[config.mk]
export PLATFORM = sky130hd
export DESIGN_NAME = nws_control
export DESIGN_NICKNAME = d
export VERILOG_FILES = /design/src/design/nws_pkg.sv /design/src/design/nws_control.sv
export SDC_FILE = /design/constraint.sdc
export NUM_CORES = 1
export LEC_CHECK = 0
export ABC_AREA = 1
export BUFFER_PORTS_ARGS = -buffer_cell sky130_fd_sc_hd__buf_2
export CORE_MARGIN = 5
export CORE_UTILIZATION = 36
export DETAILED_ROUTE_END_ITERATION = 6
export GPL_TIMING_DRIVEN = 0
export PLACE_DENSITY = 0.75
export SYNTH_ARGS = -nofsm -noshare
export SYNTH_HDL_FRONTEND = slang
export SYNTH_SLANG_ARGS = --single-unit
export TNS_END_PERCENT = 20
[constraint.sdc]
create_clock -name clock -period 1.1 [get_ports clock]
set_input_delay 0.055 -clock clock [delete_from_list [all_inputs] [get_ports clock]]
set_output_delay 0.055 -clock clock [all_outputs]
set_load 0.01 [all_outputs]
[src/design/nws_pkg.sv]
package nws_pkg;

   localparam int TableDepth = 1024;
   localparam int AddrWidth  = 10;
   localparam int CountWidth = 11;
   localparam int MaxWindow  = 64;
   localparam int CoordWidth = 24;
   localparam int SpeedWidth = 16;
   localparam int DistWidth  = 51;

   localparam logic [1:0] ACT_CLEAR   = 2'd0;
   localparam logic [1:0] ACT_APPEND  = 2'd1;
   localparam logic [1:0] ACT_NEAREST = 2'd2;
   localparam logic [1:0] ACT_FETCH   = 2'd3;

   localparam logic [1:0] STAT_OK    = 2'd0;
   localparam logic [1:0] STAT_FULL  = 2'd1;
   localparam logic [1:0] STAT_EMPTY = 2'd2;

   typedef struct packed {
      logic       load;
      logic       clear;
      logic       write;
      logic       mod_step;
      logic       read;
      logic       read_next;
      logic       cmp;
      logic       result_load;
      logic [1:0] result_kind;
      logic       result_last;
   } nws_cmd_type;

   localparam logic [1:0] RES_PLAIN   = 2'd0;
   localparam logic [1:0] RES_ENTRY   = 2'd1;
   localparam logic [1:0] RES_NEAREST = 2'd2;

   typedef struct packed {
      logic [1:0]            action;
      logic                  empty;
      logic                  full;
      logic                  mod_done;
      logic                  scan_end;
      logic                  fetch_end;
   } nws_stat_type;

endpackage

[src/design/nws_control.sv]
module nws_control (
   input  logic                  clock,
   input  logic                  reset,
   input  logic                  req_fire,
   output logic                  busy,
   input  logic                  rsp_free,
   output logic                  rsp_set,
   input  nws_pkg::nws_stat_type stat,
   output nws_pkg::nws_cmd_type  cmd
);

   localparam logic [2:0] ST_IDLE  = 3'd0;
   localparam logic [2:0] ST_DISP  = 3'd1;
   localparam logic [2:0] ST_MOD   = 3'd2;
   localparam logic [2:0] ST_SCAN  = 3'd3;
   localparam logic [2:0] ST_DRAIN = 3'd4;
   localparam logic [2:0] ST_FRD   = 3'd5;
   localparam logic [2:0] ST_FOUT  = 3'd6;

   logic [2:0] state_ff, state_in;
   logic [2:0] wait_ff, wait_in;

   always_comb begin
      state_in = state_ff;
      wait_in  = wait_ff;
      cmd      = '0;
      rsp_set  = 1'b0;
      cmd.load = req_fire;
      case (state_ff)
         ST_IDLE: begin
            if (req_fire) begin
               state_in = ST_DISP;
            end
         end
         ST_DISP: begin
            if (rsp_free) begin
               case (stat.action)
                  nws_pkg::ACT_CLEAR: begin
                     cmd.clear = 1'b1;
                     cmd.result_load = 1'b1;
                     cmd.result_last = 1'b1;
                     rsp_set = 1'b1;
                     state_in = ST_IDLE;
                  end
                  nws_pkg::ACT_APPEND: begin
                     cmd.result_load = 1'b1;
                     cmd.result_last = 1'b1;
                     cmd.result_kind = stat.full ? nws_pkg::RES_PLAIN : nws_pkg::RES_ENTRY;
                     cmd.write = !stat.full;
                     rsp_set = 1'b1;
                     state_in = ST_IDLE;
                  end
                  default: begin
                     if (stat.empty) begin
                        cmd.result_load = 1'b1;
                        cmd.result_last = 1'b1;
                        rsp_set = 1'b1;
                        state_in = ST_IDLE;
                     end else if (stat.action == nws_pkg::ACT_NEAREST) begin
                        state_in = ST_SCAN;
                     end else begin
                        state_in = ST_MOD;
                     end
                  end
               endcase
            end
         end
         ST_SCAN: begin
            // read the current address; advance until the last stored entry
            cmd.read = 1'b1;
            cmd.cmp  = 1'b1;
            if (stat.scan_end) begin
               state_in = ST_DRAIN;
               wait_in  = 3'd4;
            end else begin
               cmd.read_next = 1'b1;
            end
         end
         ST_DRAIN: begin
            if (wait_ff == 3'd0) begin
               if (rsp_free) begin
                  cmd.result_load = 1'b1;
                  cmd.result_kind = nws_pkg::RES_NEAREST;
                  cmd.result_last = 1'b1;
                  rsp_set = 1'b1;
                  state_in = ST_IDLE;
               end
            end else begin
               wait_in = wait_ff - 1'b1;
            end
         end
         ST_MOD: begin
            cmd.mod_step = 1'b1;
            if (stat.mod_done) begin
               state_in = ST_FRD;
            end
         end
         ST_FRD: begin
            state_in = ST_FOUT;
         end
         ST_FOUT: begin
            if (rsp_free) begin
               cmd.result_load = 1'b1;
               cmd.result_kind = nws_pkg::RES_ENTRY;
               cmd.result_last = stat.fetch_end;
               rsp_set = 1'b1;
               if (stat.fetch_end) begin
                  state_in = ST_IDLE;
               end else begin
                  cmd.read_next = 1'b1;
                  state_in = ST_FRD;
               end
            end
         end
         default: begin
            state_in = ST_IDLE;
         end
      endcase
   end

   assign busy = (state_ff != ST_IDLE);

   always_ff @(posedge clock) begin
      if (reset) begin
         state_ff <= ST_IDLE;
         wait_ff  <= '0;
      end else begin
         state_ff <= state_in;
         wait_ff  <= wait_in;
      end
   end

   ctl_load_idle: assert property (@(posedge clock) disable iff (reset)
      req_fire |-> state_ff == ST_IDLE)
      else $error("request taken while busy");
   ctl_set_free: assert property (@(posedge clock) disable iff (reset)
      rsp_set |-> rsp_free)
      else $error("result loaded over pending result");
   ctl_done_idle: assert property (@(posedge clock) disable iff (reset)
      (rsp_set && cmd.result_last) |=> state_ff == ST_IDLE)
      else $error("last result without return to idle");

endmodule

==> results of run 1 <==
[state kept, by name, indices dropped and copies added, names as in the netlist]
register  flops
state_ff      3
wait_ff       3
[stage by stage]
stage	TNS [ps]	hold WS, ps	total power (W)	area (µm²)
CTS	-2780	4.66	0.00195	968
global route	-4160	42.7	0.00218	995
detailed placement	-1250	270	0.00148	831
floorplan	-254	122	0.00122	684
finish	-2780	47.0	0.00200	995
global placement	-971	272	0.00144	831
[critical path, stage by stage (launching register included)]
cell and delay, ps:
dfxtp_4 400, nor2_4 60, nand2_2 90, inv_1 70, a31oi_2 210, o21ai_1 90, buf_2 140
[cells by family (layout without fill, tap and decap cells)]
logic type      Yosys count  count (layout)  synth area share (%)
flops                     6               6                  18.8
xor+xnor                  1               1                  1.37
buf+inv                  24              59                  17.6
simple gates             59              59                  47.6
compound gates           13              13                  10.8
fa+ha+maj                 2               2                  3.91
[worst max-delay path by stage]
| stage | startpoint | endpoint | slack, ps | cells after the start |
|---|---|---|---|---|
| floorplan | state_ff[0] | state_ff[1] | -60 | 8 |
| global route | state_ff[0] | cmd[0] | -340 | 7 |
| finish | state_ff[1] | cmd[0] | -260 | 6 |
| global placement | state_ff[1] | state_ff[1] | -130 | 6 |
| CTS | wait_ff[0] | cmd[0] | -260 | 7 |
| detailed placement | state_ff[2] | state_ff[2] | -150 | 8 |
[metal layers]
layer | part of all wire [%] | vias to the layer above
li1 | - | 403
met1 | 37 | 366
met2 | 53 | 34
met3 | 6.3 | 11
met4 | 4.0 | 0
met5 | 0 | -
[report_power, final]
part	total (W)	internal, W	switching (W)
combinational	0.00143	0.000620	0.000815
sequential	0.000370	0.000298	0.0000727
clock	0.000197	0.000123	0.0000737
[area by class of cell]
cell class | instances | area (µm²)
Multi-Input combinational cell | 75 | 503
Timing Repair Buffer | 32 | 195
Tap cell | 25 | 31.3
Inverter | 20 | 75.1
Sequential cell | 6 | 130
Fill cell | 163 | 713
Buffer | 4 | 37.5
Clock buffer | 3 | 22.5
[layout by cell type, fill, tap and decap left out, types with 2 or more instances in the layout]
cell,instances
inv_2,4
o21ai_0,3
nand2_2,5
nand2_1,18
nand3_2,2
nand3_1,9
nand2_4,4
nor2_2,2
dfxtp_4,2
dfxtp_1,2
buf_2,21
o21ai_1,2
buf_6,4
nor2_4,5
nor2_1,6
inv_1,16
buf_4,11
clkbuf_4,3
dfxtp_2,2
a21oi_1,4
[repair_timing]
item	4_1_cts	5_1_grt
buffers inserted	9	0
pin swaps	9	0
resized for setup	14	6
endpoints found under the setup margin	18	18
==> flow_summary.json, run 1 <==
{
  "pin_count": 24,
  "dieWidth_um": 52.1,
  "period_share_pct": 124,
  "worst_hold_path_type": "input pin to register",
  "dieArea_um2": 2720,
  "wl_um": 1870,
  "hold_violations": 0,
  "drc": 0,
  "clk_path_buf_depth": 2,
  "clock-sinks": 6,
  "synth-seq-area-share_pct": 18.8,
  "cts_tree": "done",
  "synth_edf_count": 0,
  "violations": "setup timing",
  "criticalPathCategory": "register to output pin",
  "crit_fanout": 5,
  "initial_core_util_pct": 37.4,
  "synth_area_leaders": "dfxtp_1 (19%), nand2_1 (12%), inv_1 (11%)",
  "fin_ws_ps": -261,
  "p_leak_nw": 0.552,
  "busiest_layer": "met2",
  "use_met3_pct": 1.72,
  "p_per_area_nw_per_um2": 2010,
  "synth.avg_cell_area_um2": 6.09,
  "track_usage_pct": 15.2,
  "rows": 15,
  "fin_util_pct": 58.2,
  "rr_startpoint": "wait_ff[1]",
  "rsz0062_at_grt": "yes",
  "port_buffers": 23,
  "synth_flop_cell": "dfxtp_1",
  "hpwl_um": 1320,
  "synth_top_area_share_pct": 18.8,
  "worst_pin_slew_ps": 219,
  "cp-start-kind": "register",
  "h-tree-depth": 1,
  "synthesis.area_um2": 639,
  "synth_cell_types": 25,
  "clkLatencyLatePin_ps": 240,
  "holdPathStages": 2,
  "root_buffer": "clkbuf_4",
  "async_flop_share_pct": 0,
  "timing.rr.end": "state_ff[2]",
  "diodes": 0,
  "slew-limit-headroom_pct": 85.4,
  "drv_slew": 0,
  "syn_inst": 105,
  "endpoint_kind": "output pin",
  "core-area_um2": 1710,
  "area_growth_pct": 55.6,
  "yosys_register_bits": 6,
  "yosys_warnings": 0,
  "cts_hold_buffers": 0,
  "hold_end": "wait_ff[2]",
  "stdcell_count": 165,
  "die_h_um": 52.1,
  "antenna_found_initial": 0,
  "drt_iter0_markers": 49,
  "synth_fp_nets": 118,
  "cts_made_buffers": 3,
  "dr_total_vias": 814,
  "hp-start": "reset",
  "drive_above_1_share_pct": 52.9,
  "irDropWorstVdd_v": 0.000800,
  "status": "finished with violations",
  "wire_per_inst_um": 11.3,
  "fin_crit_ps": 1360,
  "reg2reg_slack_ps": -210,
  "cap_violations": 0,
  "ant_nets": 0,
  "clkTransAtPathRegs_ps": 40,
  "grt_pass1_vias": 775,
  "routed_via_density": 4.93,
  "final_nets": 155,
  "grt_pass1_wl_um": 3190,
  "required_ps": 1040,
  "grt_max_degree": 11,
  "routabilityCongestion": 0.885,
  "dpl.cell_count": 153,
  "fmax_ghz": 0.735,
  "gr-usage-met1_pct": 17.2,
  "finalSetupViolCount": 17,
  "use_met2_pct": 27.8,
  "gr-total-overflow": 0,
  "finClkSkew_ps": 0.785,
  "reg2reg_depth": 10,
  "synthTopCellsByCount": "nand2_1 (21), inv_1 (18), nand3_1 (11)",
  "synth_most_common_cell": "nand2_1",
  "dp_slack_ps": -155,
  "drt-pass1-iter-count": 4,
  "synth_area_leader_cell": "dfxtp_1",
  "arrival_ps": 1310
}
(Power assumes the default switching activity.)
==> inputs of run 2 (changes only) <==
--- a/config.mk
+++ b/config.mk
@@ -6,12 +6,12 @@
 export NUM_CORES = 1
 export LEC_CHECK = 0
 export ABC_AREA = 1
-export BUFFER_PORTS_ARGS = -buffer_cell sky130_fd_sc_hd__buf_2
+export BUFFER_PORTS_ARGS = -buffer_cell sky130_fd_sc_hd__buf_4
 export CORE_MARGIN = 5
 export CORE_UTILIZATION = 36
 export DETAILED_ROUTE_END_ITERATION = 6
 export GPL_TIMING_DRIVEN = 0
-export PLACE_DENSITY = 0.75
+export PLACE_DENSITY = 0.73
 export SYNTH_ARGS = -nofsm -noshare
 export SYNTH_HDL_FRONTEND = slang
 export SYNTH_SLANG_ARGS = --single-unit
==> constraint.sdc (replaced) <==
create_clock -name clock -period 1.7 [get_ports clock]
set_input_delay 0.085 -clock clock [delete_from_list [all_inputs] [get_ports clock]]
set_output_delay 0.085 -clock clock [all_outputs]
set_load 0.01 [all_outputs]
==> run 2 against run 1 <==
The run now ends clean. Sequential power is 40% lower. Cell count is 5.5% lower. Clock power down 36%. Non-clock buffer count is 9 lower. Sequential cell count stayed put. Cell area down 10%. Via count is 9.3% lower. First-iteration DRC count down 69%. Critical path type unchanged. Highest routed layer unchanged.
==> flow_summary.json, run 2 (synthesized netlist as in run 1, its figures left out) <==
{
  "status": "finished clean",
  "cts_resized": 1,
  "slew-limit-headroom_pct": 78.6,
  "initial_core_util_pct": 37.4,
  "hold_violations": 0,
  "power.total_w": 0.00110,
  "antenna_found_initial": 0,
  "seqPwrFrac_pct": 20.1,
  "clock_power_share_pct": 11.5,
  "multiInputGateArea_um2": 430,
  "clock-sinks": 6,
  "post_cts_buffers": 0,
  "finClkSkew_ps": 6.27,
  "fin_ws_ps": 118,
  "crit_buf_inv": 2,
  "routabilityCongestion": 0.861,
  "drv_slew": 0,
  "hpwl_um": 1370,
  "cap_violations": 0,
  "die_h_um": 52.1,
  "h-tree-depth": 1,
  "rows": 15,
  "routed_via_density": 4.73,
  "track_usage_pct": 13.6,
  "clk_path_buf_depth": 2,
  "critPathTopFamily": "flip-flops",
  "rsz0062_at_grt": "no",
  "drt_iter0_markers": 15,
  "top_regs": "state_ff (3), wait_ff (3)",
  "finalSetupViolCount": 0,
  "cts_made_buffers": 3,
  "swShare_pct": 48.3,
  "p_per_area_nw_per_um2": 1240,
  "drc": 0,
  "path_cells": "inv_1 > ha_1 > nand2_1 > nor3_4 > a31oi_4 > o21ai_0 > buf_4",
  "ff_latch_area_um2": 121,
  "diodes": 0,
  "clkLatencyLatePin_ps": 240,
  "busiest_layer": "met2",
  "stdcell_count": 156,
  "area_growth_pct": 39.3,
  "dieArea_um2": 2720,
  "dr_total_vias": 738,
  "worst_hold_path_type": "input pin to register",
  "irDropWorstVdd_v": 0.000725,
  "p_leak_nw": 0.494,
  "grt_pass1_wl_um": 2840,
  "gr-usage-met1_pct": 15.4,
  "port_buffers": 23,
  "crit_fanout": 3,
  "final_cell_mix": "buf_4 (25), nand2_1 (20), inv_1 (18), nand3_1 (11), nor2_1 (8)",
  "cts_hold_buffers": 0,
  "drt-pass1-iter-count": 4,
  "dp_slack_ps": 260,
  "tns_ps": 0,
  "cts_tree": "done",
  "critical-path-slowest-cell": "dfxtp_1",
  "final_nets": 146,
  "period_share_pct": 93.0,
  "gr-total-overflow": 0,
  "grt_pass1_vias": 714,
  "dpl.cell_count": 153,
  "cp-start-kind": "register",
  "root_buffer": "clkbuf_4",
  "clkTransAtPathRegs_ps": 50,
  "p_switching_w": 0.000534,
  "endpoint_kind": "output pin",
  "dieWidth_um": 52.1,
  "fin_crit_ps": 1580,
  "ant_nets": 0,
  "n_fill_cell": 170,
  "max_stage_delay_ps": 320,
  "use_met3_pct": 4.01,
  "arrival_ps": 1500,
  "drive_above_1_share_pct": 37.4,
  "internal_power_w": 0.000570,
  "core-area_um2": 1710,
  "combPwrFrac_pct": 68.4,
  "required_ps": 1620,
  "worst_pin_slew_ps": 318,
  "fmax_ghz": 0.632,
  "criticalPathCategory": "register to output pin",
  "grt_max_degree": 11,
  "use_met2_pct": 25.1,
  "wl_um": 1680,
  "pin_count": 24,
  "layout_commonest_cell": "buf_4",
  "wire_per_inst_um": 10.8
}
run 2: changes by cell type in the layout (fill, tap and decap cells not counted), moves of 3 or more:
cell / before / now
buf_2: 21 / 0
nand2_4: 4 / 0
buf_4: 11 / 25
dfxtp_1: 2 / 5
run 2: final cells by class:
class / count / share of cell area (%)
buffer: 4 / 4.21
clock buffer: 3 / 2.53
inverter: 20 / 8.43
multi-input combinational: 75 / 48.3
sequential: 6 / 13.6
tap: 25 / 3.51
timing repair buffer: 23 / 19.4
run 2: per-stage QoR:
step | area [µm²] | hold WS (ps) | util (%)
after floorplan | 639 | 152 | -
after CTS | 867 | 21.0 | 50.8
after global placement | 843 | 278 | 49.4
after detailed placement | 843 | 279 | 49.4
final | 891 | 27.7 | 52.2
after global routing | 891 | 13.1 | 52.2
run 2: path summary, 6_finish.rpt:
| path | from | slack [ps] | cells past startpoint | to |
|---|---|---|---|---|
| max | wait_ff[0] | 120 | 7 | cmd[0] |
| min | reset | 30 | 2 | state_ff[2] |
| max reg2reg | wait_ff[0] | 280 | 8 | wait_ff[0] |
| min reg2reg | wait_ff[1] | 490 | 2 | wait_ff[1] |
run 2: worst reg2reg max path: cells and delay by family, from the launching register on:
family | cells | cell delay, ps
simple gates | 4 | 510
flops | 1 | 320
fa+ha+maj | 1 | 200
buf+inv | 1 | 70
compound gates | 2 | 220
run 2: metal layers:
layer / share of wire (%) / wire, µm / vias up
met4: 0.60 / 10 / 0
met2: 53 / 897 / 13
met1: 43 / 713 / 337
li1: - / - / 386
met5: 0 / 0 / -
met3: 3.2 / 54 / 2
run 2: power by group through the flow:
stage | clock [W] | combinational [W] | sequential (W)
after floorplan | 0 | 0.000511 | 0.000216
after global placement | 0 | 0.000694 | 0.000221
after detailed placement | 0 | 0.000716 | 0.000222
after CTS | 0.000134 | 0.000718 | 0.000221
after global routing | 0.000147 | 0.000841 | 0.000228
final | 0.000127 | 0.000755 | 0.000222
==> inputs of run 3 (changes only) <==
--- a/config.mk
+++ b/config.mk
@@ -6,12 +6,12 @@
 export NUM_CORES = 1
 export LEC_CHECK = 0
 export ABC_AREA = 1
-export BUFFER_PORTS_ARGS = -buffer_cell sky130_fd_sc_hd__buf_4
 export CORE_MARGIN = 5
 export CORE_UTILIZATION = 36
 export DETAILED_ROUTE_END_ITERATION = 6
+export DONT_BUFFER_PORTS = 1
 export GPL_TIMING_DRIVEN = 0
-export PLACE_DENSITY = 0.73
+export PLACE_DENSITY = 0.61
 export SYNTH_ARGS = -nofsm -noshare
 export SYNTH_HDL_FRONTEND = slang
 export SYNTH_SLANG_ARGS = --single-unit
==> run 3 against run 2 <==
Via count fell by 14%. Combinational power fell by 19%. Die area did not move.
==> flow_summary.json, run 3 (synthesized netlist as in run 1, its figures left out) <==
{
  "root_buffer": "clkbuf_4",
  "dr_total_vias": 636,
  "wire_per_inst_um": 10.7,
  "wl_um": 1430,
  "seqPwrFrac_pct": 22.9,
  "dieArea_um2": 2720,
  "reg2reg_depth": 8,
  "p_leak_nw": 0.378,
  "cts_made_buffers": 3,
  "h-tree-depth": 1,
  "dp_slack_ps": 185,
  "area_growth_pct": 12.1,
  "rsz0062_at_grt": "no",
  "status": "finished clean",
  "crit_fanout": 10,
  "hold_slack_ps": 22.7,
  "worst_hold_path_type": "input pin to register",
  "fin_crit_ps": 1570,
  "drt_iter0_markers": 12,
  "initial_core_util_pct": 37.4,
  "die_h_um": 52.1,
  "gr-total-overflow": 0,
  "final_nets": 124,
  "routabilityCongestion": 0.845,
  "clkTransAtPathRegs_ps": 50,
  "drive_above_1_share_pct": 22.9,
  "clock-sinks": 6,
  "holdPathStages": 3,
  "grt_max_degree": 11,
  "grt_pass1_vias": 602,
  "p_switching_w": 0.000485,
  "clkLatencyLatePin_ps": 240,
  "fin_ws_ps": 126,
  "routed_via_density": 4.75,
  "endpoint_kind": "output pin",
  "irDropWorstVdd_v": 0.000474,
  "core-area_um2": 1710,
  "tns_ps": 0,
  "fmax_ghz": 0.635,
  "cts_tree": "done",
  "grt_pass1_wl_um": 2490,
  "swShare_pct": 50.3,
  "drt-pass1-iter-count": 4,
  "hold_violations": 0,
  "cp-start-kind": "register",
  "cap_violations": 0,
  "track_usage_pct": 12.1,
  "drv_slew": 0,
  "arrival_ps": 1490,
  "internal_power_w": 0.000478,
  "criticalPathCategory": "register to output pin",
  "hpwl_um": 1180,
  "period_share_pct": 92.6,
  "worst_pin_slew_ps": 378,
  "antenna_found_initial": 0,
  "drc": 0,
  "dieWidth_um": 52.1,
  "post_cts_buffers": 0,
  "port_buffers": 0,
  "pin_count": 24,
  "p_per_area_nw_per_um2": 1340,
  "clk_path_buf_depth": 2,
  "clock_power_share_pct": 13.7,
  "layout_commonest_cell": "nand2_1",
  "required_ps": 1620,
  "final_cell_mix": "nand2_1 (21), inv_1 (18), nand3_1 (11), nor2_1 (8), nand2_2 (6)",
  "diodes": 0,
  "top_regs": "state_ff (3), wait_ff (3)",
  "finalSetupViolCount": 0,
  "combPwrFrac_pct": 63.4,
  "ant_nets": 0,
  "finClkSkew_ps": 1.60,
  "rows": 15,
  "slew-limit-headroom_pct": 74.6
}
run 3: cell types whose count changed in the layout (fill, tap and decap cells not counted), sizes merged:
cell,change
dlygate4sd3,+1
buf,-23
run 3: timing repair:
| item | CTS | global route |
|---|---|---|
| resized for setup | 1 | 3 |
| cloned | 0 | 0 |
| hold buffers | 1 | 0 |
| endpoints found under the hold margin | 3 | 0 |
| endpoints found under the setup margin | 1 | 3 |
run 3: worst max-delay path, cell delays in order (launching register included):
cell	delay, ps
dfxtp_1	300
buf_6	140
nor2_2	140
nand2_1	160
nor3_4	230
a31oi_1	110
o21ai_1	180
run 3: power groups by stage:
| stage | clock [W] | sequential (W) | combinational, W |
|---|---|---|---|
| global placement | 0 | 0.000222 | 0.000589 |
| CTS | 0.000137 | 0.000219 | 0.000605 |
| detailed placement | 0 | 0.000222 | 0.000598 |
| floorplan | 0 | 0.000216 | 0.000511 |
| global route | 0.000142 | 0.000228 | 0.000708 |
| finish | 0.000132 | 0.000221 | 0.000611 |
run 3: final timing paths:
check                    from     endpoint  slack, ps
setup / recovery  state_ff[0]       cmd[0]        130
hold / removal          reset  state_ff[1]         20
setup reg to reg   wait_ff[0]   wait_ff[0]        290
hold reg to reg    wait_ff[1]   wait_ff[1]        480
run 3: routing by layer:
| metal | global-route usage (%) | routed length [µm] |
|---|---|---|
| met1 | 15.5 | 636 |
| met2 | 19.2 | 697 |
| met4 | 6.38 | 8 |
| met3 | 2.01 | 86 |
| met5 | 0 | 0 |
run 3: per-stage QoR:
stage               utilization [%]  total power [W]  cell area, µm²  instances
floorplan                         -         0.000727             639        105
global placement               39.3         0.000811             671        130
detailed placement             39.3         0.000821             671        130
CTS                            41.5         0.000962             709        134
global route                   42.0          0.00108             717        134
finish                         42.0         0.000963             717        134
run 3: layout make-up:
cell class                      instances  area, µm²
Timing Repair Buffer                    1       10.0
Clock buffer                            3       22.5
Multi-Input combinational cell         75        419
Inverter                               20       75.1
Fill cell                             183        991
Sequential cell                         6        121
Buffer                                  4       37.5
Tap cell                               25       31.3
